## src/kwm_pkg.sv

```systemverilog
`default_nettype none

package kwm_pkg;

	// default sizes
	localparam int LIST_COUNT_DEF = 8;
	localparam int LIST_DEPTH_DEF = 64;

	// word actions
	localparam logic ACT_APPEND = 1'b0;
	localparam logic ACT_POP    = 1'b1;

	// result status codes
	localparam logic [1:0] STATUS_OK    = 2'd0;
	localparam logic [1:0] STATUS_FULL  = 2'd1;
	localparam logic [1:0] STATUS_EMPTY = 2'd2;

	// controller states
	typedef enum logic [2:0] {
		ST_IDLE,
		ST_APP_RD,
		ST_APP_WR,
		ST_SCAN,
		ST_DRAIN1,
		ST_DRAIN2,
		ST_COMMIT,
		ST_FIN
	} state_t;

	// controller to datapath
	typedef struct packed {
		logic accept;
		logic app_rd;
		logic app_wr;
		logic scan;
		logic commit;
		logic load_out;
	} cmd_t;

	// datapath to controller
	typedef struct packed {
		logic scan_last;
	} sts_t;

endpackage

`default_nettype wire

```

## src/kwm_ctrl.sv

```systemverilog
`default_nettype none

module kwm_ctrl (
	input  wire logic          clk,
	input  wire logic          arst_n,
	input  wire logic          in_valid,
	output logic               in_ready,
	input  wire logic          action,
	output logic               out_valid,
	input  wire logic          out_ready,
	output kwm_pkg::cmd_t      cmd,
	input  wire kwm_pkg::sts_t sts
);

	kwm_pkg::state_t state_q;
	kwm_pkg::state_t state_d;
	logic            out_valid_q;
	logic            slot_free;

	assign slot_free = !out_valid_q || out_ready;

	// next state
	always_comb begin
		state_d = state_q;
		unique case (state_q)
			kwm_pkg::ST_IDLE: begin
				if (in_valid) begin
					state_d = (action == kwm_pkg::ACT_POP) ?
						kwm_pkg::ST_SCAN : kwm_pkg::ST_APP_RD;
				end
			end
			kwm_pkg::ST_APP_RD: state_d = kwm_pkg::ST_APP_WR;
			kwm_pkg::ST_APP_WR: state_d = kwm_pkg::ST_FIN;
			kwm_pkg::ST_SCAN: begin
				if (sts.scan_last) begin
					state_d = kwm_pkg::ST_DRAIN1;
				end
			end
			kwm_pkg::ST_DRAIN1: state_d = kwm_pkg::ST_DRAIN2;
			kwm_pkg::ST_DRAIN2: state_d = kwm_pkg::ST_COMMIT;
			kwm_pkg::ST_COMMIT: state_d = kwm_pkg::ST_FIN;
			kwm_pkg::ST_FIN: begin
				if (slot_free) begin
					state_d = kwm_pkg::ST_IDLE;
				end
			end
			default: state_d = kwm_pkg::ST_IDLE;
		endcase
	end

	// commands
	always_comb begin
		cmd      = '0;
		in_ready = 1'b0;
		unique case (state_q)
			kwm_pkg::ST_IDLE: begin
				in_ready   = 1'b1;
				cmd.accept = in_valid;
			end
			kwm_pkg::ST_APP_RD: cmd.app_rd   = 1'b1;
			kwm_pkg::ST_APP_WR: cmd.app_wr   = 1'b1;
			kwm_pkg::ST_SCAN:   cmd.scan     = 1'b1;
			kwm_pkg::ST_COMMIT: cmd.commit   = 1'b1;
			kwm_pkg::ST_FIN:    cmd.load_out = slot_free;
			default: ;
		endcase
	end

	always_ff @(posedge clk or negedge arst_n) begin
		if (!arst_n) begin
			state_q     <= kwm_pkg::ST_IDLE;
			out_valid_q <= 1'b0;
		end else begin
			state_q <= state_d;
			if (cmd.load_out) begin
				out_valid_q <= 1'b1;
			end else if (out_ready) begin
				out_valid_q <= 1'b0;
			end
		end
	end

	assign out_valid = out_valid_q;

endmodule

`default_nettype wire

```

## config.mk

```make
export PLATFORM = sky130hd
export DESIGN_NAME = kwm_ctrl
export DESIGN_NICKNAME = d
export VERILOG_FILES = /design/src/kwm_pkg.sv /design/src/kwm_ctrl.sv
export SDC_FILE = /design/constraint.sdc
export NUM_CORES = 1
export LEC_CHECK = 0
export ABC_AREA = 1
export BUFFER_PORTS_ARGS = -buffer_cell sky130_fd_sc_hd__buf_2
export CORE_UTILIZATION = 30
export DETAILED_ROUTE_END_ITERATION = 7
export SYNTH_ARGS = -nofsm -noshare
export SYNTH_HDL_FRONTEND = slang
export SYNTH_SLANG_ARGS = --single-unit
```

## constraint.sdc

```tcl
create_clock -name clk -period 2.02 [get_ports clk]
set_input_delay 0.202 -clock clk [delete_from_list [all_inputs] [get_ports clk]]
set_output_delay 0.202 -clock clk [all_outputs]
set_load 0.02 [all_outputs]
```

; After elaboration in Yosys (flattened, before gate mapping)
; Cells that the tools add are included.
[op_classes]
n_mux = 14
reduce_logical = 6
n_eq_ne = 10
[ops]
columns = cell, n
row1 = $pmux 3 s7, 1
row2 = $eq 3x3->1 const B, 4
row3 = $mux 1, 9
row4 = $mux 3, 3
row5 = $eq 3x2->1 const B, 2
row6 = $ne 2x2->1 const B, 3
row7 = $eq 3x1->1 const B, 1
row8 = $logic_not 3->1, 1
row9 = $reduce_and 3->1, 1
row10 = $mux 2, 1
row11 = $reduce_bool 2->1, 1
row12 = $reduce_or 2->1, 1
row13 = $logic_not 1->1, 1
row14 = $logic_or 1x1->1, 1
[totals]
out_inout_bits = 8
register_bits = 4
elab_cells = 32

; Depth between registers and ports, before layout
[depth]
ltp_word = 4
ltp_mapped = 8
mapped_depth_nobuf = 8

; Worst setup path before layout
; OpenSTA, ideal clock, no wires.
[synth_timing]
path_kind = reg2out
startpoint = register state_q[0]
endpoint = output cmd[5] in the netlist's numbering
arrival_ps = 1250
slack_ps = 568
n_path_buf = 0
stages_incl_launch_ff = 5
path_cell_list = dfrtp_1 inv_1 ha_1 inv_1 nor3_1
[synth_lines]
columns = item, line
row1 = start: declaration, kwm_ctrl.sv:15  ; kwm_pkg::state_t state_q;
row2 = start signal: assignment, kwm_ctrl.sv:71  ; state_q <= kwm_pkg::ST_IDLE;
row3 = start signal: assignment, kwm_ctrl.sv:74  ; state_q <= state_d;
row4 = end: declaration, kwm_ctrl.sv:11  ; output kwm_pkg::cmd_t cmd,

==> summary.txt <==
Yosys
  • Cells after Synth: 60
  • Post-Syn Area: roughly 420 sq um
  • Synth Area in Simple Gates: between 40 and 50%
  • Avg Cell Area, Syn: between 6 and 7 sq um
  • Synth Warn #: 0
  • Sequential fraction of the synthesis area: 24.0%
  • Synthesized Nets: between 70 and 80
  • Mux share of post-synthesis cell area: 0%
  • Synth Area in XOR/XNOR: 0%
  • Compound-cell area share of the yosys netlist: ~1.2%
  • Combinational family with the most area after synthesis: simple AND/OR/NAND/NOR gates
  • Post-synth cell types: 16
  • Synth Area in Adders: 15.0%
  • FF+latch count, synth: 4

Place
  • Count of input and output buffers: 13
  • Routability cong.: 0.704
  • Post-DP HPWL: 625 um
  • Placed Area: around 490 sq um
  • Dpl ws: ~0.63 ns

Finish
  • Nets: 89
  • Fill cells: 150
  • Antenna cell count: 0
  • Reg area: roughly 100 sq um
  • Final instance area: around 520 sq um
  • Area of the multi-input gates: ~250 sq um
  • Area growth, synth to finish: 25.1%
  • Layout cell share with drive strength beyond 1: a little under two fifths

STA
  • Final Hold Vio Count: 0
  • TNS Setup: 0 ns
  • Worst slew pin tran: roughly 0.35 ns
  • Slew headroom: 76.6%
  • Setup violators final: 0
  • Fin crit period: 1.61 ns
  • Max-slew violations: 0
  • Clk_skew: 0.00114 ns
  • Tcrit/Tclk final: roughly 80%
  • RSZ-0062 raised after global routing: false
  • Post-route setup slack: 0.406 ns
  • Fmax: around 620 MHz

GRT
  • Initial antenna violation count: 0
  • GRT Total Usage: between 10 and 15%
  • First-pass GRT wire length: approximately 1200 um
  • GRT overflow: 0
  • Largest net degree at the start of global routing: 10
  • Vias in the first global route: approximately 330

Worst hold path
  • Hold WC Path Type: input port to register
  • Worst hold stages: 2
  • Min-delay src: out_ready

Drt
  • Total number of vias: around 380
  • # DRC: 0
  • Antenna viol nets, final: 0
  • Drt pass-1 iters: 2
  • Drt wl/cell: between 8 and 9 um
  • Total Wirelength: ~750 um
  • Vias per cell: 4.14
  • DRT iter0 DRCs: 3

Setup path
  • Worst r2r src: state_q[1]$_DFFE_PN0P_
  • CP endpoint kind: output port
  • CP Class: register to output port
  • Worst Setup SP: state_q[1]$_DFFE_PN0P_
  • Worst reg2reg path depth: 8
  • Worst-path maximum fanout: 6
  • Worst EP arrival: 1.41 ns
  • Setup crit start kind: register
  • CP required: approximately 1.8 ns

Floorplanning
  • Core box area: 1300 sq um
  • IO Count: 14
  • Die height: ~40 um
  • Die X-Extent: roughly 40 um
  • Initial Utilization: 32.1%
  • Die ar.: roughly 1500 sq um
  • Rows: 13

Pwr
  • PwrDens: about 1500 nW/um^2
  • Leak Pwr: between 0.3 and 0.4 nW
  • Peak VDD IR: roughly 440 uV

Clocking
  • CTS tree: done
  • CTS max path bufs: 2
  • H-tree levels: 1
  • Clock transition at path regs: ~0.03 ns
  • Postcts setup bufs: 0
  • CTS buffer count: 3
  • Clock sinks: 4
  • Clock latency on the worst-skew pair: roughly 0.23 ns
  • CTS root buf: clkbuf_4

Outcome
  • Outcome: finished clean

Flow run
  • Maxcap violations: 0
-- placed cells by master, fill, tap and decap left out, drive strengths merged --
cell / netlist / layout
dlygate4sd3: 0 / 1
nand2: 20 / 20
nor3: 1 / 1
nand3: 5 / 5
clkbuf: 0 / 3
o21ai: 1 / 1
ha: 5 / 5
nor2: 8 / 8
inv: 14 / 14
nand4: 1 / 1
dfrtp: 4 / 4
buf: 1 / 13
-- through the flow --
step                utilization (%)  std cells  hold WS [ns]  power (mW)
finish                         40.2         91         0.194       0.786
CTS                            40.2         91         0.191       0.796
detailed placement             37.7         87       0.00754       0.697
global placement               37.7         87       0.00692       0.691
global route                   40.2         91         0.192       0.881
floorplan                         -         60       -0.0936       0.585
-- cells in the mapped netlist (all sizes together) --
| library cell | number | area [sq um] |
|---|---|---|
| nand4 | 1 | 6.26 |
| nor2 | 8 | 40.0 |
| o21ai | 1 | 5.00 |
| nor3 | 1 | 5.00 |
| nand3 | 5 | 40.0 |
| dfrtp | 4 | 100 |
| buf | 1 | 11.3 |
| nand2 | 20 | 95.1 |
| inv | 14 | 52.6 |
| ha | 5 | 62.6 |
-- per-layer routing --
metal  track usage, %  routed length [um]  part of all wire, %
met1             14.2                 344                   46
met2             19.2                 379                   51
met3             3.41                  24                  3.2
met4             2.59                   0                    0
met5                0                   0                    0
-- final timing paths --
check	end	slack, ns
setup / recovery	cmd[5]	0.41
min in group asynchronous	state_q[1]$_DFFE_PN0P_	0.32
setup reg to reg	state_q[1]$_DFFE_PN0P_	0.66
max in group asynchronous	out_valid$_DFFE_PN0P_	1.59
hold / removal	out_valid$_DFFE_PN0P_	0.19
hold reg to reg	out_valid$_DFFE_PN0P_	0.55
-- state kept, by name (all words and copies together), names as in the netlist --
| signal | flops |
|---|---|
| out_valid | 1 |
| state_q | 3 |
-- worst max-delay path, stage by stage (launching register included) --
cell,delay [ns]
dfrtp_1,0.44
inv_1,0.13
ha_1,0.22
inv_1,0.07
nor3_1,0.15
buf_2,0.19
-- cell families (layout without fill, tap and decap cells) --
kind of cell,Yosys count,count (layout)
compound gates,1,1
fa+ha+maj,5,5
buf+inv,15,31
flops,4,4
simple gates,35,35
-- layout make-up --
| type | instances | area share (%) |
|---|---|---|
| multi-input combinational | 41 | 48.6 |
| inverter | 14 | 10.0 |
| timing repair buffer | 14 | 14.4 |
| tap | 15 | 3.59 |
| clock buffer | 3 | 4.31 |
| sequential | 4 | 19.1 |
-- repair_timing --
action                     in CTS  in global routing
setup endpoints to repair       0                  0
hold endpoints to repair        4                  0
resized for setup               0                  0
hold buffers                    1                  0
-- report_power, final --
group | leakage (nW) | internal [mW] | total (mW) | switching (mW)
Clock | 0.0138 | 0.0661 | 0.0934 | 0.0273
Sequential | 0.0506 | 0.117 | 0.171 | 0.0533
Combinational | 0.298 | 0.189 | 0.522 | 0.333
Total | 0.363 | 0.372 | 0.786 | 0.414
Power figures use the tool's default switching activity.
